[config.mk]
export PLATFORM = sky130hd
export DESIGN_NAME = terrain_altitude_colorizer_top
export DESIGN_NICKNAME = d
export VERILOG_FILES = /design/src/rtl/core/tac_pkg.sv /design/src/rtl/core/terrain_altitude_colorizer_top.sv /design/src/rtl/core/tac_shade.sv
export SDC_FILE = /design/constraint.sdc
export NUM_CORES = 1
export LEC_CHECK = 0
export BUFFER_PORTS_ARGS = -buffer_cell sky130_fd_sc_hd__clkbuf_2
export CAP_MARGIN = 0
export CORE_UTILIZATION = 52
export CTS_BUF_LIST = sky130_fd_sc_hd__clkbuf_8 sky130_fd_sc_hd__clkbuf_16
export DETAILED_ROUTE_END_ITERATION = 12
export PLACE_DENSITY = 0.69
export SLEW_MARGIN = 20
export SYNTH_ARGS = -nofsm -noshare
export SYNTH_HDL_FRONTEND = slang
export SYNTH_HIERARCHICAL = 1
export SYNTH_SLANG_ARGS = --single-unit
[constraint.sdc]
create_clock -name clk_i -period 6.83 [get_ports clk_i]
set_clock_uncertainty 0.05 [all_clocks]
set_input_delay 0.3415 -clock clk_i [delete_from_list [all_inputs] [get_ports clk_i]]
set_output_delay 0.3415 -clock clk_i [all_outputs]
set_load 0.01 [all_outputs]
[src/rtl/core/tac_pkg.sv]
`timescale 1ns / 1ps
`default_nettype none

package tac_pkg;

  typedef enum logic [1:0] {
    MODE_SYNTH = 2'd0,
    MODE_TOPO  = 2'd1,
    MODE_REL   = 2'd2,
    MODE_PRED  = 2'd3
  } mode_e;

  localparam logic [1:0] CfgColorMode   = 2'd0;
  localparam logic [1:0] CfgAircraftAlt = 2'd1;
  localparam logic [1:0] CfgVertSpeed   = 2'd2;

  localparam int unsigned TerrainW = 19;
  localparam int unsigned CfgW     = 17;
  localparam int unsigned CfgIdxW  = 2;
  localparam int unsigned AcW      = 17;
  localparam int unsigned VsW      = 15;
  localparam int unsigned ColourW  = 8;
  localparam int unsigned ProdW    = 37;
  localparam int unsigned DW       = 24;

  localparam logic signed [TerrainW-1:0] FtPerMQ16 = 19'sd215013;

  localparam int unsigned TopoBands = 11;
  localparam int unsigned RelBands  = 4;

  // band index of the synthetic ramp: d / 100 as d * 1311 >> 17 for d below 3200
  localparam int unsigned SynDW       = 12;
  localparam int unsigned KpW         = 23;
  localparam int unsigned SynIdxShift = 17;
  localparam logic [10:0] RecipHundred = 11'd1311;

  typedef logic signed [DW-1:0] ft_t;

  localparam ft_t SynOffsetFt = 24'sd1000;
  localparam ft_t SynTopFt    = 24'sd3200;

  typedef struct packed {
    logic [ColourW-1:0] red;
    logic [ColourW-1:0] green;
    logic [ColourW-1:0] blue;
  } rgb_t;

  typedef struct packed {
    logic  valid;
    logic  wet;
    mode_e mode;
    ft_t   delta;
    ft_t   ceil_ft;
  } sample_t;

  localparam rgb_t WetRgb     = '{red: 8'd127, green: 8'd127, blue: 8'd255};
  localparam rgb_t SynLowRgb  = '{red: 8'd0,   green: 8'd12,  blue: 8'd0};
  localparam rgb_t SynHighRgb = '{red: 8'd229, green: 8'd229, blue: 8'd229};

  function automatic ft_t topo_limit(input logic [3:0] idx);
    ft_t lim;
    case (idx)
      4'd0:    lim = ft_t'(0);
      4'd1:    lim = ft_t'(1000);
      4'd2:    lim = ft_t'(2000);
      4'd3:    lim = ft_t'(3000);
      4'd4:    lim = ft_t'(5000);
      4'd5:    lim = ft_t'(7000);
      4'd6:    lim = ft_t'(9000);
      4'd7:    lim = ft_t'(11000);
      4'd8:    lim = ft_t'(13000);
      4'd9:    lim = ft_t'(15000);
      default: lim = ft_t'(17000);
    endcase
    return lim;
  endfunction

  function automatic ft_t rel_limit(input logic [1:0] idx);
    ft_t lim;
    case (idx)
      2'd0:    lim = ft_t'(1500);
      2'd1:    lim = ft_t'(-100);
      2'd2:    lim = ft_t'(-1000);
      default: lim = ft_t'(-2000);
    endcase
    return lim;
  endfunction

  // tenths of 255, up to 204, as bytes
  function automatic logic [ColourW-1:0] ramp(input logic [3:0] n);
    logic [ColourW-1:0] v;
    case (n)
      4'd0:    v = 8'd0;
      4'd1:    v = 8'd25;
      4'd2:    v = 8'd51;
      4'd3:    v = 8'd76;
      4'd4:    v = 8'd102;
      4'd5:    v = 8'd127;
      4'd6:    v = 8'd153;
      4'd7:    v = 8'd178;
      default: v = 8'd204;
    endcase
    return v;
  endfunction

  function automatic rgb_t syn_rgb(input logic [4:0] k);
    rgb_t c;
    c = '0;
    if (k < 5'd8) begin
      c.green = ramp(4'(k + 5'd1));
    end else if (k < 5'd16) begin
      c.red   = ramp(4'(k - 5'd7));
      c.green = ramp(4'd8);
    end else if (k < 5'd24) begin
      c.red   = ramp(4'd8);
      c.green = ramp(4'(5'd23 - k));
    end else begin
      c.red   = ramp(4'd8);
      c.green = ramp(4'(k - 5'd23));
      c.blue  = ramp(4'(k - 5'd23));
    end
    return c;
  endfunction

  function automatic rgb_t topo_rgb(input logic [3:0] idx);
    rgb_t c;
    case (idx)
      4'd0:    c = '{red: 8'd214, green: 8'd225, blue: 8'd201};
      4'd1:    c = '{red: 8'd185, green: 8'd213, blue: 8'd185};
      4'd2:    c = '{red: 8'd158, green: 8'd199, blue: 8'd171};
      4'd3:    c = '{red: 8'd224, green: 8'd214, blue: 8'd204};
      4'd4:    c = '{red: 8'd213, green: 8'd202, blue: 8'd161};
      4'd5:    c = '{red: 8'd217, green: 8'd192, blue: 8'd146};
      4'd6:    c = '{red: 8'd196, green: 8'd160, blue: 8'd110};
      4'd7:    c = '{red: 8'd197, green: 8'd148, blue: 8'd94};
      4'd8:    c = '{red: 8'd188, green: 8'd136, blue: 8'd75};
      4'd9:    c = '{red: 8'd177, green: 8'd124, blue: 8'd60};
      4'd10:   c = '{red: 8'd158, green: 8'd103, blue: 8'd32};
      default: c = '{red: 8'd110, green: 8'd82,  blue: 8'd0};
    endcase
    return c;
  endfunction

  function automatic rgb_t rel_rgb(input logic [2:0] idx);
    rgb_t c;
    case (idx)
      3'd0:    c = '{red: 8'd123, green: 8'd0,   blue: 8'd21};
      3'd1:    c = '{red: 8'd244, green: 8'd0,   blue: 8'd43};
      3'd2:    c = '{red: 8'd251, green: 8'd255, blue: 8'd168};
      3'd3:    c = '{red: 8'd71,  green: 8'd160, blue: 8'd112};
      default: c = '{red: 8'd0,   green: 8'd0,   blue: 8'd0};
    endcase
    return c;
  endfunction

endpackage

`default_nettype wire

[src/rtl/core/terrain_altitude_colorizer_top.sv]
`timescale 1ns / 1ps
`default_nettype none

// Terrain map colouriser: one pixel colour per terrain sample, one sample per clock while
// the output is not stalled. The pipeline is input register, the single 19x19
// altitude-to-feet multiplier, feet rounding and reference subtract, band compares, and
// colour table with output register, so the sustained rate is one request per cycle
// unless stalled. An output stall while the output is valid freezes every stage at once and
// is passed back as the input stall; nothing is dropped or repeated. Configuration
// registers (colour mode, aircraft altitude, vertical speed) are written through the plain
// write port and must only change while no request is in flight.
module terrain_altitude_colorizer_top #(
  parameter int unsigned ALT_FRAC_BITS = 4
) (
  input  logic                                 clk_i,
  input  logic                                 rst_ni,
  input  logic                                 cfg_we_i,
  input  logic [tac_pkg::CfgIdxW-1:0]          cfg_index_i,
  input  logic [tac_pkg::CfgW-1:0]             cfg_data_i,
  input  logic                                 in_valid_i,
  output logic                                 in_stall_o,
  input  logic signed [tac_pkg::TerrainW-1:0]  terrain_alt_i,
  input  logic                                 is_wet_i,
  output logic                                 out_valid_o,
  input  logic                                 out_stall_i,
  output logic [tac_pkg::ColourW-1:0]          red_o,
  output logic [tac_pkg::ColourW-1:0]          green_o,
  output logic [tac_pkg::ColourW-1:0]          blue_o
);
  import tac_pkg::*;

  localparam int unsigned Shift = 16 + ALT_FRAC_BITS;
  localparam logic signed [ProdW:0] RoundUp = {{(ProdW + 1 - Shift){1'b0}}, {Shift{1'b1}}};

  mode_e                       mode_q;
  logic signed [AcW-1:0]       ac_q;
  logic signed [VsW-1:0]       vs_q;

  logic                        en;
  logic                        v1_q, v2_q, v3_q;
  logic signed [TerrainW-1:0]  terrain_q;
  logic                        wet1_q, wet2_q, wet3_q;
  logic signed [ProdW-1:0]     prod_d, prod_q;
  logic signed [ProdW:0]       ceil_sum;
  ft_t                         floor_ft, ceil_d, ceil_q, ref_ft, delta_d, delta_q;
  mode_e                       mode3_q;
  sample_t                     sample;
  rgb_t                        rgb;

  always_ff @(posedge clk_i or negedge rst_ni) begin
    if (!rst_ni) begin
      mode_q <= MODE_TOPO;
      ac_q   <= '0;
      vs_q   <= '0;
    end else if (cfg_we_i) begin
      case (cfg_index_i)
        CfgColorMode:   mode_q <= mode_e'(cfg_data_i[1:0]);
        CfgAircraftAlt: ac_q   <= signed'(cfg_data_i[AcW-1:0]);
        CfgVertSpeed:   vs_q   <= signed'(cfg_data_i[VsW-1:0]);
        default: ;
      endcase
    end
  end

  assign en         = !out_valid_o || !out_stall_i;
  assign in_stall_o = !en;

  // feet at scale 2^Shift, then floor and ceiling to whole feet
  assign prod_d   = ProdW'(terrain_q * FtPerMQ16);
  assign floor_ft = ft_t'(prod_q >>> Shift);
  assign ceil_sum = (ProdW + 1)'(prod_q) + RoundUp;
  assign ceil_d   = ft_t'(ceil_sum >>> Shift);

  always_comb begin
    case (mode_q)
      MODE_SYNTH: ref_ft = ft_t'(ac_q) - SynOffsetFt;
      MODE_PRED:  ref_ft = ft_t'(ac_q) + ft_t'(vs_q);
      default:    ref_ft = ft_t'(ac_q);
    endcase
  end

  assign delta_d = floor_ft - ref_ft;

  always_ff @(posedge clk_i or negedge rst_ni) begin
    if (!rst_ni) begin
      v1_q <= 1'b0;
      v2_q <= 1'b0;
      v3_q <= 1'b0;
    end else if (en) begin
      v1_q <= in_valid_i;
      v2_q <= v1_q;
      v3_q <= v2_q;
    end
  end

  always_ff @(posedge clk_i) begin
    if (en) begin
      terrain_q <= terrain_alt_i;
      wet1_q    <= is_wet_i;
      prod_q    <= prod_d;
      wet2_q    <= wet1_q;
      wet3_q    <= wet2_q;
      mode3_q   <= mode_q;
      delta_q   <= delta_d;
      ceil_q    <= ceil_d;
    end
  end

  always_comb begin
    sample.valid   = v3_q;
    sample.wet     = wet3_q;
    sample.mode    = mode3_q;
    sample.delta   = delta_q;
    sample.ceil_ft = ceil_q;
  end

  tac_shade u_shade (
    .clk_i    (clk_i),
    .rst_ni   (rst_ni),
    .en_i     (en),
    .sample_i (sample),
    .valid_o  (out_valid_o),
    .rgb_o    (rgb)
  );

  assign red_o   = rgb.red;
  assign green_o = rgb.green;
  assign blue_o  = rgb.blue;

endmodule

`default_nettype wire

[src/rtl/core/tac_shade.sv]
`timescale 1ns / 1ps
`default_nettype none

module tac_shade (
  input  logic             clk_i,
  input  logic             rst_ni,
  input  logic             en_i,
  input  tac_pkg::sample_t sample_i,
  output logic             valid_o,
  output tac_pkg::rgb_t    rgb_o
);
  import tac_pkg::*;

  typedef struct packed {
    logic           wet;
    mode_e          mode;
    logic [3:0]     topo_idx;
    logic [2:0]     rel_idx;
    logic           below;
    logic           above;
    logic [KpW-1:0] kp;
  } band_t;

  logic [TopoBands-1:0] topo_le;
  logic [RelBands-1:0]  rel_ge;
  band_t                band_d, band_q;
  logic                 band_valid_q;
  rgb_t                 rgb_d, rgb_q;
  logic                 rgb_valid_q;
  logic [4:0]           syn_idx;

  // band search
  always_comb begin
    for (int i = 0; i < TopoBands; i++) begin
      topo_le[i] = sample_i.ceil_ft <= topo_limit(4'(i));
    end
    for (int i = 0; i < RelBands; i++) begin
      rel_ge[i] = sample_i.delta >= rel_limit(2'(i));
    end
    band_d.wet      = sample_i.wet;
    band_d.mode     = sample_i.mode;
    band_d.topo_idx = 4'(TopoBands);
    for (int i = TopoBands - 1; i >= 0; i--) begin
      if (topo_le[i]) begin
        band_d.topo_idx = 4'(i);
      end
    end
    band_d.rel_idx = 3'(RelBands);
    for (int i = RelBands - 1; i >= 0; i--) begin
      if (rel_ge[i]) begin
        band_d.rel_idx = 3'(i);
      end
    end
    band_d.below = sample_i.delta[DW-1];
    band_d.above = sample_i.delta >= SynTopFt;
    band_d.kp    = KpW'(sample_i.delta[SynDW-1:0]) * KpW'(RecipHundred);
  end

  always_ff @(posedge clk_i or negedge rst_ni) begin
    if (!rst_ni) begin
      band_valid_q <= 1'b0;
      rgb_valid_q  <= 1'b0;
    end else if (en_i) begin
      band_valid_q <= sample_i.valid;
      rgb_valid_q  <= band_valid_q;
    end
  end

  always_ff @(posedge clk_i) begin
    if (en_i) begin
      band_q <= band_d;
      rgb_q  <= rgb_d;
    end
  end

  // colour pick
  assign syn_idx = band_q.kp[SynIdxShift+4:SynIdxShift];

  always_comb begin
    if (band_q.wet) begin
      rgb_d = WetRgb;
    end else begin
      case (band_q.mode)
        MODE_SYNTH: begin
          if (band_q.below) begin
            rgb_d = SynLowRgb;
          end else if (band_q.above) begin
            rgb_d = SynHighRgb;
          end else begin
            rgb_d = syn_rgb(syn_idx);
          end
        end
        MODE_TOPO: rgb_d = topo_rgb(band_q.topo_idx);
        default:   rgb_d = rel_rgb(band_q.rel_idx);
      endcase
    end
  end

  assign valid_o = rgb_valid_q;
  assign rgb_o   = rgb_q;

endmodule

`default_nettype wire

==> impl_results.md <==
* Status: completed
* Initial antenna violation count at 0
* HPWL after DPL at roughly 38000 um
* Most used cell, CP: fa_1
* Wire length on met2 at about 23000 um
* CP cell instances: inv_1 > fa_1 > fa_1 > inv_1 > ha_1 > fa_1 > fa_1 > inv_1 > fa_1 > inv_1 > ha_1 > and3_1 > o211ai_1 > o311ai_2 > a21boi_1 > o41ai_1 > buf_4 > o31ai_1 > nand2b_1 > a21oi_1 > xnor2_1
* Reg2reg setup slack at 480 ps
* Routed Antenna Nets at 0
* Post-synthesis mux area share at between 2 and 2.5%
* Post-route DRC at 0
* GRT Total Usage at 24.0%
* Final min period at around 6400 ps
* Fraction of registers with async set/reset at 21.3%
* Final setup fails at 0
* Vias at between 15k and 20k
* Filler cell count at approximately 3.3k
* Area grow syn2layout at 8.13%
* Post-synthesis cell area at roughly 21000 um^2
* Global route overflow at 0
* Relative slew slack at ~30%
* Sequential element share of the synthesized area at about a quarter
* CP Launch Point: terrain_q[3]
* Reg2reg end: prod_q[35]
* Hold buffer count at CTS at 21
* Worst path slowest cell: edfxtp_1
* Synthesized flop and latch total at ~180
* Hold Path Class: in -> reg
* Gate Count Post-Synth at 2115
* CP Class: reg -> reg
* Max-cap violations at 0
* Vias in the first global route at roughly 16k
* Hold Path Sink: ac_q[15]
* Die Y at 202 um
* HP Start: cfg_data_i[15]
* RD Place Congestion at roughly 0.92
* Final setup TNS at 0 ps
* Die Span X at a little over 200 um
* Largest family of logic cells by synthesized area: adder cells
* Simple-gate share of the synthesized area at ~9.6%
* Fin. max-slew vios at 0
* Final #Nets at between 2k and 3k
* Die area at 40900 um^2
* Root buf cell: clkbuf_16
* Post-synth EDFFs at 144
* YS warnings at 6
* Synth Area in Compound Gates at a little over an eighth
* RSZ-0062 raised after global routing: false
* Final WL at ~47000 um
* TritonCTS clock tree: yes
* Pin count of the biggest net entering global routing at about 70
* Pre-Repair DR Iteration Count at 5
* Rows at between 70 and 80
* Cell family with most CP delay: adder cells
* Synth Area in Adders at roughly a third
* Synth Net Count at roughly 2.6k
* Worst Setup Start Kind: flip-flop
* CTS Buf Count at 17
* Post-synth cell types at 91
* Fmax at ~0.16 GHz
* Initial core utilization at approximately 53%
* Endpoint type of the worst setup path: flip-flop
* FF-to-FF Start: terrain_q[3]
* Buf/Inv on CP at 5
* Routed length per instance at ~17 um
* Setup Buffers After CTS at 0
* Syn_area_per_cell at around 10 um^2
* Highest metal used: met4
* Critical path arrival at between 6000 and 7000 ps
* Io pins at 70
* First-pass GRT wire length at 78000 um
* Worst-Margin Slew at around 1000 ps
* Diodes inserted at 0
* WL met3 at between 1500 and 2000 um
* CP max FO at 9
* Top_reg_cell synth: edfxtp_1
* Post-Synth XOR/XNOR Area at just under 6%
* Worst Hold Path Cells at 2
* Core ar. at about 39000 um^2
* Vias/cell at approximately 5.6
* Gates resized, CTS repair at 0
* Layout cells sized above 1 at 7.87%
* CTS Sinks at ~180
* CTS H-Tree Depth at 4
* R2R depth at 21
* Clock Path Buffers at 2
* Worst-skew pair later-pin latency at around 470 ps
* Port Buffers at slightly below 70
* Iteration-0 DRC Markers at between 900 and 1k
* Delay of the slowest critical-path stage at roughly 600 ps
* CTS clk-pin slew, worst paths at approximately 80 ps
* M1 WL at 20700 um
* Fin. Hold Viols at 0
* Worst EP required at roughly 7000 ps
* Final Cycle Share at 93.0%
[how the worst max path moves through the flow]
stage	to	slack (ps)	depth (start not counted)
2_1_floorplan	prod_q[35]	870	22
3_3_place_gp	prod_q[35]	670	21
3_5_place_dp	prod_q[35]	530	21
4_1_cts	prod_q[35]	480	23
5_1_grt	prod_q[35]	110	23
6_report	prod_q[35]	480	21
[cell type report]
type                    instances  area, um^2  area share [%]
clock buffers                  17         425            1.89
clock inverters                15         169           0.749
inverters                     399        1500            6.64
flip-flops and latches        183        5300            23.5
well taps                     518         648            2.87
repair buffers                102         646            2.86
multi-input cells            1482       13900            61.5
[sequential cells by signal (all words and copies together) (netlist names), 2 cells and up]
name and cells:
prod_q 37, delta_q 24, u_shade/rgb_o 24, terrain_q 19, ceil_q 18, ac_q 17, u_shade/band_q 17, vs_q 15
mode3_q 2, mode_q 2
[worst reg2reg max path, cell delays in order (launching register included)]
cell	delay, ps
edfxtp_1	600
inv_1	210
fa_1	540
fa_1	520
inv_1	40
ha_1	210
fa_1	500
fa_1	490
inv_1	50
fa_1	530
inv_1	40
ha_1	380
and3_1	280
o211ai_1	140
o311ai_2	430
a21boi_1	210
o41ai_1	360
buf_4	180
o31ai_1	70
nand2b_1	80
a21oi_1	70
xnor2_1	120
[layout by cell type (no fill, tap or decap), drive strengths merged, types with 10 or more instances in the layout]
cell type / Yosys / layout
inv: 399 / 403
ha: 280 / 280
fa: 192 / 192
edfxtp: 144 / 144
nand2: 120 / 120
a21oi: 111 / 111
nor2: 103 / 103
xnor2: 90 / 90
o21ai: 88 / 88
clkbuf: 43 / 85
xor2: 52 / 52
nand3: 38 / 38
mux2: 38 / 38
dfrtp: 38 / 38
a21o: 36 / 36
nor3: 28 / 28
nor2b: 24 / 24
a31oi: 23 / 23
dlygate4sd3: 0 / 21
o211ai: 19 / 19
o21a: 17 / 17
nand4: 14 / 14
nand2b: 13 / 13
nor4: 13 / 13
buf: 8 / 13
a211oi: 13 / 13
o221ai: 10 / 10
[cells in the mapped netlist, types with 5 or more instances]
| cell | instances | area (um^2) |
|---|---|---|
| inv_1 | 398 | 1490 |
| ha_1 | 280 | 3500 |
| fa_1 | 192 | 3840 |
| edfxtp_1 | 144 | 4320 |
| nand2_1 | 120 | 450 |
| a21oi_1 | 110 | 551 |
| nor2_1 | 103 | 387 |
| xnor2_1 | 90 | 788 |
| o21ai_0 | 84 | 420 |
| xor2_1 | 52 | 455 |
| clkbuf_1 | 43 | 161 |
| dfrtp_1 | 38 | 951 |
| mux2_2 | 38 | 428 |
| nand3_1 | 38 | 190 |
| a21o_1 | 36 | 270 |
| nor3_1 | 27 | 135 |
| nor2b_1 | 24 | 150 |
| a31oi_1 | 23 | 144 |
| o211ai_1 | 19 | 143 |
| o21a_1 | 17 | 128 |
| nand4_1 | 14 | 87.6 |
| nand2b_1 | 13 | 81.3 |
| nor4_1 | 13 | 81.3 |
| a211oi_1 | 11 | 82.6 |
| o221ai_1 | 10 | 87.6 |
| and3_1 | 9 | 56.3 |
| mux2i_1 | 9 | 90.1 |
| and2_1 | 8 | 50.1 |
| o21bai_1 | 8 | 60.1 |
| o31ai_1 | 7 | 52.6 |
| a41oi_1 | 6 | 52.6 |
| buf_1 | 6 | 22.5 |
| nand3b_1 | 6 | 45.0 |
| a211o_1 | 5 | 43.8 |
| a221oi_1 | 5 | 43.8 |
| a22oi_1 | 5 | 37.5 |
| a2bb2oi_1 | 5 | 43.8 |
| o2111ai_1 | 5 | 43.8 |
| or2_2 | 5 | 31.3 |
[cells by family (layout without fill, tap and decap cells)]
logic type | Yosys count | in the layout
simple gates | 409 | 409
fa+ha+maj | 473 | 473
mux | 47 | 47
flops | 183 | 183
compound gates | 411 | 411
buf+inv | 450 | 533
xor+xnor | 142 | 142
[per-layer routing]
metal / vias up / global-route usage, %
met5: - / 0
li1: 7316 / -
met4: 0 / 9.26
met2: 397 / 41.7
met3: 95 / 2.95
met1: 7310 / 30.4
[through the flow]
step	hold WS, ps	cell area, um^2	worst slack [ps]	instances	utilization (%)
6_report	51.2	22500	476	2716	57.7
5_1_grt	39.7	22500	106	2716	57.7
4_1_cts	29.4	22500	482	2716	57.7
3_5_place_dp	356	21700	527	2663	55.6
3_3_place_gp	351	21700	668	2663	55.6
2_1_floorplan	-4.09	20900	868	2115	-
Power is left out: the tool's default activity adds up to more than one toggle a clock period on the data nets, which glitch-free logic cannot reach.
